[src/hw/rtl/rs_pkg.sv]
`timescale 1ns / 1ps

package rs_pkg;

  localparam int COORD_BITS = 16;

  localparam logic signed [COORD_BITS-1:0] COORD_ONE = COORD_BITS'(1);

  localparam int KIND_BITS = 3;
  localparam logic [KIND_BITS-1:0] KIND_WHOLE  = 3'd0;
  localparam logic [KIND_BITS-1:0] KIND_TOP    = 3'd1;
  localparam logic [KIND_BITS-1:0] KIND_LEFT   = 3'd2;
  localparam logic [KIND_BITS-1:0] KIND_BOTTOM = 3'd3;
  localparam logic [KIND_BITS-1:0] KIND_RIGHT  = 3'd4;
  localparam logic [KIND_BITS-1:0] KIND_NONE   = 3'd5;

  localparam int NUM_SLOTS = 4;
  localparam int SLOT_BITS = 2;

  typedef logic signed [COORD_BITS-1:0] coord_t;

  typedef struct packed {
    coord_t a_top;
    coord_t a_bottom;
    coord_t a_left;
    coord_t a_right;
    coord_t b_top;
    coord_t b_bottom;
    coord_t b_left;
    coord_t b_right;
  } rect_pair_t;

  typedef struct packed {
    coord_t               top;
    coord_t               bottom;
    coord_t               left;
    coord_t               right;
    logic [KIND_BITS-1:0] kind;
  } piece_t;

  // Slots hold top, left, bottom and right cuts in emission order.
  typedef struct packed {
    piece_t [NUM_SLOTS-1:0] slot;
    logic   [NUM_SLOTS-1:0] mask;
  } cut_set_t;

endpackage

[src/hw/rtl/rs_in_if.sv]
`timescale 1ns / 1ps

interface rs_in_if;
  logic            valid;
  logic            ready;
  rs_pkg::coord_t  a_top;
  rs_pkg::coord_t  a_bottom;
  rs_pkg::coord_t  a_left;
  rs_pkg::coord_t  a_right;
  rs_pkg::coord_t  b_top;
  rs_pkg::coord_t  b_bottom;
  rs_pkg::coord_t  b_left;
  rs_pkg::coord_t  b_right;

  modport source (
    output valid, a_top, a_bottom, a_left, a_right, b_top, b_bottom, b_left, b_right,
    input  ready
  );
  modport sink (
    input  valid, a_top, a_bottom, a_left, a_right, b_top, b_bottom, b_left, b_right,
    output ready
  );
endinterface

[src/hw/rtl/rs_out_if.sv]
`timescale 1ns / 1ps

interface rs_out_if;
  logic                         valid;
  logic                         ready;
  rs_pkg::coord_t               piece_top;
  rs_pkg::coord_t               piece_bottom;
  rs_pkg::coord_t               piece_left;
  rs_pkg::coord_t               piece_right;
  logic [rs_pkg::KIND_BITS-1:0] piece_kind;
  logic                         last_piece;

  modport source (
    output valid, piece_top, piece_bottom, piece_left, piece_right, piece_kind, last_piece,
    input  ready
  );
  modport sink (
    input  valid, piece_top, piece_bottom, piece_left, piece_right, piece_kind, last_piece,
    output ready
  );
endinterface

[src/hw/rtl/rs_cut.sv]
`timescale 1ns / 1ps

module rs_cut (
  input  rs_pkg::rect_pair_t rect_i,
  output rs_pkg::cut_set_t   set_o
);

  rs_pkg::coord_t at, ab, al, ar, bt, bb, bl, br;
  rs_pkg::coord_t at1, al1, ab1;
  logic           disjoint;
  logic           cut_top, cut_left, cut_bot, cut_right;

  assign at = rect_i.a_top;
  assign ab = rect_i.a_bottom;
  assign al = rect_i.a_left;
  assign ar = rect_i.a_right;
  assign bt = rect_i.b_top;
  assign bb = rect_i.b_bottom;
  assign bl = rect_i.b_left;
  assign br = rect_i.b_right;

  assign disjoint  = (at > bb) || (ab < bt) || (al > br) || (ar < bl);
  assign cut_top   = at < bt;
  assign cut_left  = al < bl;
  assign cut_bot   = ab > bb;
  assign cut_right = ar > br;

  // Each cut shrinks what is left of A for the pieces after it; the tests all use the original edges.
  assign at1 = cut_top  ? bt : at;
  assign al1 = cut_left ? bl : al;
  assign ab1 = cut_bot  ? bb : ab;

  always_comb begin
    set_o = '0;
    if (disjoint) begin
      set_o.slot[0] = '{top: at, bottom: ab, left: al, right: ar, kind: rs_pkg::KIND_WHOLE};
      set_o.mask    = 4'b0001;
    end else if (!(cut_top || cut_left || cut_bot || cut_right)) begin
      set_o.slot[0] = '{top: '0, bottom: '0, left: '0, right: '0, kind: rs_pkg::KIND_NONE};
      set_o.mask    = 4'b0001;
    end else begin
      set_o.slot[0] = '{top: at, bottom: bt - rs_pkg::COORD_ONE, left: al, right: ar,
                        kind: rs_pkg::KIND_TOP};
      set_o.slot[1] = '{top: at1, bottom: ab, left: al, right: bl - rs_pkg::COORD_ONE,
                        kind: rs_pkg::KIND_LEFT};
      set_o.slot[2] = '{top: bb + rs_pkg::COORD_ONE, bottom: ab, left: al1, right: ar,
                        kind: rs_pkg::KIND_BOTTOM};
      set_o.slot[3] = '{top: at1, bottom: ab1, left: br + rs_pkg::COORD_ONE, right: ar,
                        kind: rs_pkg::KIND_RIGHT};
      set_o.mask    = {cut_right, cut_bot, cut_left, cut_top};
    end
  end

endmodule

[src/hw/rtl/rs_emit.sv]
`timescale 1ns / 1ps

module rs_emit (
  input  logic             clk,
  input  logic             rst_n,
  input  logic             hold_v_i,
  input  rs_pkg::cut_set_t set_i,
  output logic             release_o,
  rs_out_if.source         out_ch
);

  logic [rs_pkg::SLOT_BITS-1:0] pos_r;
  logic [rs_pkg::NUM_SLOTS-1:0] cand;
  logic [rs_pkg::SLOT_BITS-1:0] sel;
  logic                         last;
  logic                         load;
  logic                         out_valid_r;
  rs_pkg::piece_t               out_piece_r;
  logic                         out_last_r;

  // Slots below the scan position have already been sent.
  assign cand = set_i.mask & ~((4'd1 << pos_r) - 4'd1);

  always_comb begin
    sel = '0;
    for (int i = rs_pkg::NUM_SLOTS - 1; i >= 0; i--) begin
      if (cand[i]) begin
        sel = rs_pkg::SLOT_BITS'(i);
      end
    end
  end

  assign last      = (cand >> sel) == 4'd1;
  assign load      = hold_v_i && (!out_valid_r || out_ch.ready);
  assign release_o = load && last;

  always_ff @(posedge clk) begin
    if (!rst_n) begin
      out_valid_r <= 1'b0;
      pos_r       <= '0;
    end else begin
      if (load) begin
        out_valid_r <= 1'b1;
        pos_r       <= last ? '0 : sel + 2'd1;
      end else if (out_ch.ready) begin
        out_valid_r <= 1'b0;
      end
    end
  end

  always_ff @(posedge clk) begin
    if (load) begin
      out_piece_r <= set_i.slot[sel];
      out_last_r  <= last;
    end
  end

  assign out_ch.valid        = out_valid_r;
  assign out_ch.piece_top    = out_piece_r.top;
  assign out_ch.piece_bottom = out_piece_r.bottom;
  assign out_ch.piece_left   = out_piece_r.left;
  assign out_ch.piece_right  = out_piece_r.right;
  assign out_ch.piece_kind   = out_piece_r.kind;
  assign out_ch.last_piece   = out_last_r;

  a_cand_nonempty: assert property (@(posedge clk) disable iff (!rst_n)
    hold_v_i |-> (cand != '0))
    else $error("held word has no piece left to send");

  a_pos_idle: assert property (@(posedge clk) disable iff (!rst_n)
    !hold_v_i |-> (pos_r == '0))
    else $error("scan position not cleared while no word is held");

  a_single_last: assert property (@(posedge clk) disable iff (!rst_n)
    (out_valid_r && (out_piece_r.kind == rs_pkg::KIND_WHOLE ||
                     out_piece_r.kind == rs_pkg::KIND_NONE)) |-> out_last_r)
    else $error("whole or empty result not marked last");

  a_release_reset: assert property (@(posedge clk) disable iff (!rst_n)
    release_o |=> (pos_r == '0))
    else $error("scan position not rewound after the last piece");

endmodule

[src/hw/rtl/rectangle_subtract_core.sv]
`timescale 1ns / 1ps

// Subtracts rectangle B from rectangle A and sends the uncovered pieces of A in the
// order top, left, bottom, right, one piece per cycle while out_ch is ready, with
// last_piece set on the final one; a disjoint pair gives A whole and a fully
// covered A gives one empty result. A word is held in the input register while
// its 1 to 4 pieces move one by one into the output register, and the next word
// is taken in the cycle its last piece moves to the output. Pieces are cut from
// the word in the input register and registered in the output register.
module rectangle_subtract_core (
  input logic    clk,
  input logic    rst_n,
  rs_in_if.sink  in_ch,
  rs_out_if.source out_ch
);

  logic               hold_v_r;
  rs_pkg::rect_pair_t rect_r;
  rs_pkg::cut_set_t   cut_set;
  logic               release_w;

  assign in_ch.ready = !hold_v_r || release_w;

  always_ff @(posedge clk) begin
    if (!rst_n) begin
      hold_v_r <= 1'b0;
    end else if (in_ch.valid && in_ch.ready) begin
      hold_v_r <= 1'b1;
    end else if (release_w) begin
      hold_v_r <= 1'b0;
    end
  end

  always_ff @(posedge clk) begin
    if (in_ch.valid && in_ch.ready) begin
      rect_r <= '{a_top: in_ch.a_top, a_bottom: in_ch.a_bottom,
                  a_left: in_ch.a_left, a_right: in_ch.a_right,
                  b_top: in_ch.b_top, b_bottom: in_ch.b_bottom,
                  b_left: in_ch.b_left, b_right: in_ch.b_right};
    end
  end

  rs_cut u_cut (
    .rect_i (rect_r),
    .set_o  (cut_set)
  );

  rs_emit u_emit (
    .clk       (clk),
    .rst_n     (rst_n),
    .hold_v_i  (hold_v_r),
    .set_i     (cut_set),
    .release_o (release_w),
    .out_ch    (out_ch)
  );

endmodule

[src/flat_wrapper.sv]
// flat-port wrapper written by rule: the top's interface ports become plain ports
module rectangle_subtract_core_flat 
  (clk, rst_n, in_ch_valid, in_ch_a_top, in_ch_a_bottom, in_ch_a_left, in_ch_a_right, in_ch_b_top, in_ch_b_bottom, in_ch_b_left, in_ch_b_right, in_ch_ready, out_ch_valid, out_ch_piece_top, out_ch_piece_bottom, out_ch_piece_left, out_ch_piece_right, out_ch_piece_kind, out_ch_last_piece, out_ch_ready);
  rs_in_if in_ch_i ();
  rs_out_if out_ch_i ();
  input logic clk;
  input logic rst_n;
  input wire logic [$bits(in_ch_i.valid)-1:0] in_ch_valid;
  input wire logic [$bits(in_ch_i.a_top)-1:0] in_ch_a_top;
  input wire logic [$bits(in_ch_i.a_bottom)-1:0] in_ch_a_bottom;
  input wire logic [$bits(in_ch_i.a_left)-1:0] in_ch_a_left;
  input wire logic [$bits(in_ch_i.a_right)-1:0] in_ch_a_right;
  input wire logic [$bits(in_ch_i.b_top)-1:0] in_ch_b_top;
  input wire logic [$bits(in_ch_i.b_bottom)-1:0] in_ch_b_bottom;
  input wire logic [$bits(in_ch_i.b_left)-1:0] in_ch_b_left;
  input wire logic [$bits(in_ch_i.b_right)-1:0] in_ch_b_right;
  output wire logic [$bits(in_ch_i.ready)-1:0] in_ch_ready;
  output wire logic [$bits(out_ch_i.valid)-1:0] out_ch_valid;
  output wire logic [$bits(out_ch_i.piece_top)-1:0] out_ch_piece_top;
  output wire logic [$bits(out_ch_i.piece_bottom)-1:0] out_ch_piece_bottom;
  output wire logic [$bits(out_ch_i.piece_left)-1:0] out_ch_piece_left;
  output wire logic [$bits(out_ch_i.piece_right)-1:0] out_ch_piece_right;
  output wire logic [$bits(out_ch_i.piece_kind)-1:0] out_ch_piece_kind;
  output wire logic [$bits(out_ch_i.last_piece)-1:0] out_ch_last_piece;
  input wire logic [$bits(out_ch_i.ready)-1:0] out_ch_ready;
  assign in_ch_i.valid = in_ch_valid;
  assign in_ch_i.a_top = in_ch_a_top;
  assign in_ch_i.a_bottom = in_ch_a_bottom;
  assign in_ch_i.a_left = in_ch_a_left;
  assign in_ch_i.a_right = in_ch_a_right;
  assign in_ch_i.b_top = in_ch_b_top;
  assign in_ch_i.b_bottom = in_ch_b_bottom;
  assign in_ch_i.b_left = in_ch_b_left;
  assign in_ch_i.b_right = in_ch_b_right;
  assign in_ch_ready = in_ch_i.ready;
  assign out_ch_valid = out_ch_i.valid;
  assign out_ch_piece_top = out_ch_i.piece_top;
  assign out_ch_piece_bottom = out_ch_i.piece_bottom;
  assign out_ch_piece_left = out_ch_i.piece_left;
  assign out_ch_piece_right = out_ch_i.piece_right;
  assign out_ch_piece_kind = out_ch_i.piece_kind;
  assign out_ch_last_piece = out_ch_i.last_piece;
  assign out_ch_i.ready = out_ch_ready;
  rectangle_subtract_core u_core (.clk(clk), .rst_n(rst_n), .in_ch(in_ch_i), .out_ch(out_ch_i));
endmodule
[config.mk]
export PLATFORM = sky130hd
export DESIGN_NAME = rectangle_subtract_core_flat
export DESIGN_NICKNAME = d
export VERILOG_FILES = /design/src/hw/rtl/rs_pkg.sv /design/src/hw/rtl/rs_in_if.sv /design/src/hw/rtl/rs_out_if.sv /design/src/hw/rtl/rs_cut.sv /design/src/hw/rtl/rs_emit.sv /design/src/hw/rtl/rectangle_subtract_core.sv /design/src/flat_wrapper.sv
export SDC_FILE = /design/constraint.sdc
export NUM_CORES = 1
export LEC_CHECK = 0
export BUFFER_PORTS_ARGS = -buffer_cell sky130_fd_sc_hd__buf_2
export CAP_MARGIN = 10
export CORE_MARGIN = 2
export CORE_UTILIZATION = 53
export CTS_CLUSTER_DIAMETER = 60
export DETAILED_ROUTE_END_ITERATION = 10
export PLACE_DENSITY = 0.76
export SYNTH_ARGS = -nofsm -noshare
export SYNTH_HDL_FRONTEND = slang
export SYNTH_SLANG_ARGS = --single-unit
[constraint.sdc]
create_clock -name clk -period 23.2 [get_ports clk]
set_input_delay 2.32 -clock clk [delete_from_list [all_inputs] [get_ports clk]]
set_output_delay 2.32 -clock clk [all_outputs]
set_load 0.005 [all_outputs]
==> results of run 1 <==
[cells by family after synthesis]
kind of cell / Yosys count / synth area share
XOR/XNOR: 55 / 0.04168
buffers and inverters: 118 / 0.04222
adder cells (fa/ha/maj): 128 / 0.1386
multiplexers: 4 / 0.003573
AND/OR/NAND/NOR: 239 / 0.1135
flip-flops: 200 / 0.5162
AO/OA/AOI/OAI: 204 / 0.1443
[cell type report]
type                            instances  area [µm²]
Fill cell                            1769        8213
Sequential cell                       200        5966
Clock inverter                         12       117.6
Tap cell                              280       350.3
Inverter                               96       360.3
Clock buffer                           20       436.7
Timing Repair Buffer                  208        1059
Multi-Input combinational cell        630        5119
[layer usage]
metal	track usage	wire (µm)	vias to the layer above
met4	0.08565	690	0
met2	0.3977	13350	400
li1	-	-	4066
met5	0	0	-
met3	0.05269	2543	59
met1	0.3838	13370	4173
[worst register-to-register path, stage by stage (launching register included)]
cell and delay [ns]:
edfxtp_1 0.45, inv_1 0.11, ha_1 0.33, nand4_1 0.20
a2111oi_0 0.46, nor3_1 0.12, mux2i_1 0.88, nand3_1 0.27
a211oi_1 0.28, a32oi_1 0.29, o22ai_4 0.21, buf_4 0.72
[final timing paths]
path | startpoint | end | slack, ns | depth (start not counted)
hold reg to reg | u_core.rect_r[26] | u_core.u_emit.out_ch.piece_left[10] | 0.57 | 2
hold / removal | u_core.rect_r[26] | u_core.u_emit.out_ch.piece_left[10] | 0.57 | 2
setup reg to reg | u_core.rect_r[11] | u_core.rect_r[32] | 18.41 | 11
setup / recovery | u_core.rect_r[11] | in_ch_ready | 16.56 | 10
[per-stage QoR]
stage,cells,hold slack [ns],worst slack [ns],power [µW]
2_1_floorplan,948,0.4944,13.56,593.3
3_3_place_gp,1414,0.5431,17.32,650.2
3_5_place_dp,1414,0.5524,17.24,654.5
4_1_cts,1446,0.5698,16.63,943.7
5_1_grt,1446,0.5869,16.29,984.8
6_report,1446,0.5704,16.56,943.7
[power breakdown]
group / internal (µW) / total [µW] / leakage, µW / switching, µW
clock: 150 / 291 / 0.000259 / 141
combinational: 79.2 / 193 / 0.00338 / 113
sequential: 435 / 460 / 0.00195 / 25.3
total: 664 / 944 / 0.00560 / 280
[cell usage after synthesis (2+ instances only)]
| cell type | number |
|---|---|
| o21ai_1 | 3 |
| inv_1 | 95 |
| nand4_1 | 30 |
| o221ai_2 | 10 |
| dfxtp_1 | 4 |
| nor3_1 | 40 |
| nand3_1 | 27 |
| o21ai_0 | 20 |
| a2111oi_0 | 2 |
| a21boi_0 | 3 |
| and3_1 | 4 |
| and4_1 | 4 |
| a31oi_1 | 7 |
| a41o_1 | 5 |
| a211oi_1 | 2 |
| a21oi_1 | 40 |
| a211o_1 | 3 |
| clkbuf_1 | 6 |
| ha_1 | 128 |
| o22ai_1 | 2 |
| o2bb2ai_1 | 16 |
| and2_1 | 19 |
| nor2b_1 | 10 |
| nor2_1 | 29 |
| nor4_1 | 7 |
| o311ai_2 | 2 |
| o41a_1 | 2 |
| o211ai_1 | 7 |
| xor2_1 | 2 |
| edfxtp_1 | 196 |
| o21a_1 | 4 |
| a32oi_1 | 2 |
| a21o_1 | 16 |
| nand2_1 | 43 |
| nand2b_1 | 9 |
| a221o_1 | 34 |
| or4_1 | 5 |
| buf_6 | 4 |
| buf_2 | 12 |
| o221ai_1 | 6 |
| mux2i_1 | 3 |
| xnor2_1 | 53 |
[state kept, by name, summed over array words and instances (netlist names)]
name and count:
u_core.rect_r 128, u_core.u_emit.out_ch.piece_bottom 16, u_core.u_emit.out_ch.piece_left 16, u_core.u_emit.out_ch.piece_right 16, u_core.u_emit.out_ch.piece_top 16, u_core.u_emit.out_ch.piece_kind 3
u_core.u_emit.pos_r 2, u_core.hold_v_r 1, u_core.u_emit.out_ch.last_piece 1, u_core.u_emit.out_ch.valid 1
==> impl_results.md, run 1 <==
- Post-synth top area share: 0.5093
- Warnings from Yosys: 0
- Die X-Extent: ~150 µm
- Most used flip-flop cell after synthesis: edfxtp_1
- Async set or reset register ratio after synthesis: 0
- Crit-path max FO: 11
- Utilization after layout: 0.6201
- Initial core utilization: 0.5345
- Root buffer cell: clkbuf_16
- TritonCTS Buffers: 17
- FP Rows: 54
- Vias after detailed routing: 8,698
- Worst slew margin: 0.1446
- Total Routing Usage GR: 0.2638
- Hold-fix buffers at CTS: 0
- IO Port Bufs: about 200
- Maximum number of pins on one net before global-route repair: 71
- Post-Synthesis Cells: 948
- CP Data Required Time: between 20 and 25 ns
- Worst Skew: around 0.011 ns
- Initial antenna violation count: 0
- CTS tree: built
- First-pass GRT wire length: roughly 46,000 µm
- Worst slew pin tran: between 1 and 1.5 ns
- Die Ht: ~150 µm
- Vias per cell: approximately 6
- # resized after CTS: 0
- Nets: 1,413
- GPL Wtd Cong: ~0.95
- Max-cap violations: 0
- Peak Freq: approximately 150 MHz
- Peak supply drop: ~0.038 mV
- Static leakage: 0.005596 µW
- Vias in the first global route: roughly 8,400
- Final number of hold-violating endpoints: 0
- Post-synthesis sequential area ratio: 0.5162
- Layout area overhead: 16.01%
- Htree depth: 4
- Status: finished, final reports clean
- Yosys reg bits: 200
- Area leader, netlist: edfxtp_1
- Final Setup Violations: 0
- GR Overflow Total: 0
- CP delay by family, top: compound AO/OA/AOI/OAI gates
- Slowest cell on crit path: mux2i_1
- Worst-Skew Late Latency: ~0.44 ns
- P per Cell Area: around 70 nW/µm²
- RSZ-0062 raised after global routing: false
- Synthesized area: ~12,000 µm²
- CTS sink count: 200
- Post-Route WL: ~30,000 µm
- CP max stage delay: 0.88 ns
- DRC: 0
- EDFF count, synth: 196
- WS Path Type: flop to primary output
- Crit path launch type: flop
- Crit-path cells: inv_1 -> ha_1 -> nand4_1 -> a2111oi_0 -> nor3_1 -> mux2i_1 -> o2111ai_1 -> a32oi_1 -> o21ai_0 -> buf_2
- CTS Buffer Depth: 2
- DP HPWL: between 20,000 and 25,000 µm
- Ratio of cells with drive above 1 in the final layout: 0.2307
- 1st-iter DRT viols: about 860
- Post-route cell area: between 10,000 and 15,000 µm²
- Synth cell types: 74
- Arrival time worst endpoint: between 4 and 5 ns
- Period utilisation layout: 0.2860
- Placed inst area: ~13,000 µm²
- Setup TNS: 0 ns
- Tightest Hold Check Type: flop to flop
- CP endpoint kind: primary output
- CP bufs+invs: 2
- Avg WL per Cell: between 20 and 25 µm
- Commonest non-fill, non-tap cells in the layout: buf_2, edfxtp_1, ha_1
- Most common cell after layout, fill and taps aside: buf_2
- TritonRoute pass-1 iters: 6
- Mean Syn Cell Area: around 12 µm²
- Post-CTS Setup Bufs: 0
- Antenna Cells: 0
- Clock slew seen by the registers of the worst setup and hold paths: 0.07 ns
- Mapped Nets: roughly 1,200
- Core footprint: approximately 22,000 µm²
- Antenna Nets Post-Route: 0
- Fin crit period: roughly 6.6 ns
- Boundary Pins: about 200
- Die area: approximately 23,000 µm²
- Pins Over Slew Limit: 0
- Cells taking the most area after synthesis: edfxtp_1, ha_1, xnor2_1
Power figures use the tool's default switching activity.
==> run 2, diff against run 1 <==
ABC_AREA = 1   (was unset)
clock period = 6.6 ns   (was 23.2 ns; I/O delays follow)
==> impl_results.md, run 2 <==
- Vias per cell: 5.776 (was 6.015)
- Most used flip-flop cell after synthesis: edfxtp_1 (unchanged)
- Post-Route WL: 33,060 µm (was 29,950 µm)
- Core footprint: 22,710 µm² (was 21,620 µm²)
- Root buffer cell: clkbuf_16 (unchanged)
- Mapped Nets: 1,533 (was 1,208)
- Hold-fix buffers at CTS: 0 (unchanged)
- Synthesized area: 12,310 µm² (was 11,560 µm²)
- Antenna Cells: 0 (unchanged)
- Worst-Skew Late Latency: 0.45 ns (was 0.44 ns)
- Clock slew seen by the registers of the worst setup and hold paths: 0.08 ns (was 0.07 ns)
- Async set or reset register ratio after synthesis: 0 (unchanged)
- Cell with the most instances after synthesis: nand2_1 (was edfxtp_1)
- Static leakage: 0.006365 µW (was 0.005596 µW)
- Ratio of cells with drive above 1 in the final layout: 0.2014 (was 0.2307)
- Boundary Pins: 202 (unchanged)
- Register cell area after layout: 5966 µm² (unchanged)
- Post-CTS Setup Bufs: 0 (unchanged)
- Final Setup Violations: 0 (unchanged)
- Worst slew pin tran: 1.017 ns (was 1.283 ns)
- CTS sink count: 200 (unchanged)
- Pins Over Slew Limit: 0 (unchanged)
- Placed inst area: 13,560 µm² (was 12,850 µm²)
- DP HPWL: 23,710 µm (was 21,910 µm)
- Max reg flops: 128 (unchanged)
- Tightest Hold Check Type: input port to flop (was flop to flop)
- Fin crit period: roughly 5 ns
- # resized after CTS: 0 (unchanged)
- Vias in the first global route: 9,689 (was 8,360)
- Commonest cells in the netlist: nand2_1, edfxtp_1, ha_1, inv_1, a21oi_1 (was edfxtp_1, ha_1, inv_1, xnor2_1, nand2_1)
- FP Rows: 55 (was 54)
- Initial core utilization: 0.5420 (was 0.5345)
- Power, Total: 3208 µW (was 943.7 µW)
- CP Data Required Time: 6.79 ns (was 20.88 ns)
- IO Port Bufs: 201 (unchanged)
- CP endpoint kind: flop (was primary output)
- Nets: 1,728 (was 1,413)
- Layout area overhead: 14.79% (was 16.01%)
- Post-synthesis sequential area ratio: 0.4847 (was 0.5162)
- Fillers: 1,883 (was 1,769)
- Post-Synthesis Cells: 1,273 (was 948)
- Worst slew margin: 0.3218 (was 0.1446)
- CTS tree: built (unchanged)
- Commonest non-fill, non-tap cells in the layout: nand2_1, buf_2, edfxtp_1 (was buf_2, edfxtp_1, ha_1)
- P per Cell Area: 227.0 nW/µm² (was 70.39 nW/µm²)
- Htree depth: 4 (unchanged)
- Die area: 24,460 µm² (was 23,000 µm²)
- Status: finished, final reports clean (unchanged)
- EDFF count, synth: 196 (unchanged)
- RSZ-0062 raised after global routing: false (unchanged)
- Period utilisation layout: 0.7447
- First-pass GRT wire length: 51,400 µm (was 45,570 µm)
- Post-route cell area: 14,130 µm² (was 13,410 µm²)
- Peak Freq: 203.5 MHz
- Die X-Extent: 156.4 µm (was 151.7 µm)
- Warnings from Yosys: 0 (unchanged)
- Yosys reg bits: 200 (unchanged)
- Vias after detailed routing: 10,190 (was 8,698)
- GPL Wtd Cong: 0.9219 (was 0.9491)
- Avg WL per Cell: 18.73 µm (was 20.71 µm)
- WS Path Type: flop to flop (was flop to primary output)
- GR Overflow Total: 0 (unchanged)
- Crit path launch type: flop (unchanged)
- TritonCTS Buffers: 17 (unchanged)
- Most common cell after layout, fill and taps aside: nand2_1 (was buf_2)
- Area leader, netlist: edfxtp_1 (unchanged)
- Maximum number of pins on one net before global-route repair: 87 (was 71)
- Setup TNS: 0 ns (unchanged)
- DRC: 0 (unchanged)
- Reg2Reg Setup Slack: 1.69 ns (was 18.41 ns)
- Arrival time worst endpoint: 5.10 ns (was 4.32 ns)
- TritonRoute pass-1 iters: 6 (unchanged)
- Peak supply drop: 0.1708 mV (was 0.03803 mV)
- Antenna Nets Post-Route: 0 (unchanged)
- Synth cell types: 48 (was 74)
- Die Ht: 156.4 µm (was 151.7 µm)
- Crit-path max FO: 28 (was 11)
- CTS Buffer Depth: 2 (unchanged)
- Worst Skew: 0.01431 ns (was 0.01144 ns)
- Cells taking the most area after synthesis: edfxtp_1, ha_1, nand2_1 (was edfxtp_1, ha_1, xnor2_1)
- Initial antenna violation count: 0 (unchanged)
- Footprint of the multi-input gates: 5664 µm² (was 5119 µm²)
- Total Routing Usage GR: 0.2749 (was 0.2638)
- Max-cap violations: 0 (unchanged)
- Post-synth top area share: 0.4781 (was 0.5093)
- Largest reg by FF count: u_core.rect_r (unchanged)
- Final number of hold-violating endpoints: 0 (unchanged)
- Mean Syn Cell Area: 9.670 µm² (was 12.19 µm²)
- 1st-iter DRT viols: 1,023 (was 856)
run 2: cell count changes after synthesis, moves of 18 or more:
cell and change:
o21ai_0 +41, a221o_1 -34, nor2_1 +36, xor2_1 +37, a21oi_1 +52, and2_1 -19
nand3_1 +60, nand4_1 -18, xnor2_1 -50, inv_1 +31, nand2_1 +224
run 2: final timing paths:
| check | start | endpoint | cells past startpoint |
|---|---|---|---|
| max reg2reg | u_core.rect_r[53] | u_core.u_emit.out_ch.piece_bottom[10] | 20 |
| min reg2reg | u_core.u_emit.out_ch.valid | u_core.u_emit.out_ch.valid | 2 |
| max | u_core.rect_r[53] | u_core.u_emit.out_ch.piece_bottom[10] | 20 |
| min | in_ch_a_right[5] | u_core.rect_r[69] | 1 |
run 2: area by class of cell:
class | instances | area share
Sequential cell | 200 | 0.4222
Inverter | 139 | 0.03693
Clock buffer | 17 | 0.03011
Clock inverter | 14 | 0.009918
Tap cell | 285 | 0.02524
Multi-Input combinational cell | 904 | 0.4009
Timing Repair Buffer | 206 | 0.07474
run 2: per-stage QoR:
step | setup slack [ns] | util | hold WS [ns] | cells
after global routing | 1.420 | 0.6222 | 0.3694 | 1765
after detailed placement | 1.877 | 0.5973 | 0.4824 | 1734
final | 1.685 | 0.6222 | 0.3807 | 1765
after global placement | 2.001 | 0.5973 | 0.4820 | 1734
after CTS | 1.845 | 0.6222 | 0.3682 | 1765
after floorplan | 1.374 | - | 0.4704 | 1273
run 2: worst max-delay path, stage by stage (launching register included):
cell,delay (ns)
edfxtp_1,0.43
inv_1,0.15
ha_1,0.26
a21oi_1,0.16
nor2_1,0.06
a211oi_1,0.16
nand2_1,0.13
nand2_1,0.10
nand2_1,0.09
nand2_1,0.07
nand2_1,0.45
nand2_1,0.25
inv_2,0.05
nand2_2,0.07
nand2_4,0.09
nand2_4,0.33
inv_2,0.36
nand2_2,0.47
clkinv_1,0.59
o211ai_1,0.26
nand3_1,0.10
run 2: kinds of logic after synthesis:
group                      share of synthesized area
AOI/OAI and AO/OA                             0.1169
DFF                                           0.4847
muxes                                      0.0009148
and+or+nand+nor                               0.1810
buffers and inverters                        0.05651
adders and majority gates                     0.1301
xor gates and xnor gates                     0.02988
run 2: per-layer routing:
metal,global-route usage,wire length [µm],vias to the layer above
met2,0.4286,15040,525
met3,0.04708,2809,62
met4,0.1053,913,0
li1,-,-,4863
met5,0,0,-
met1,0.3856,14290,4744
run 2: where the power goes:
| part | internal (µW) | switching, µW | leakage (µW) | total (µW) |
|---|---|---|---|---|
| clock | 530 | 510 | 0.000280 | 1040 |
| combinational | 214 | 379 | 0.00418 | 593 |
| sequential | 1510 | 69.0 | 0.00190 | 1570 |
| total | 2250 | 958 | 0.00636 | 3210 |
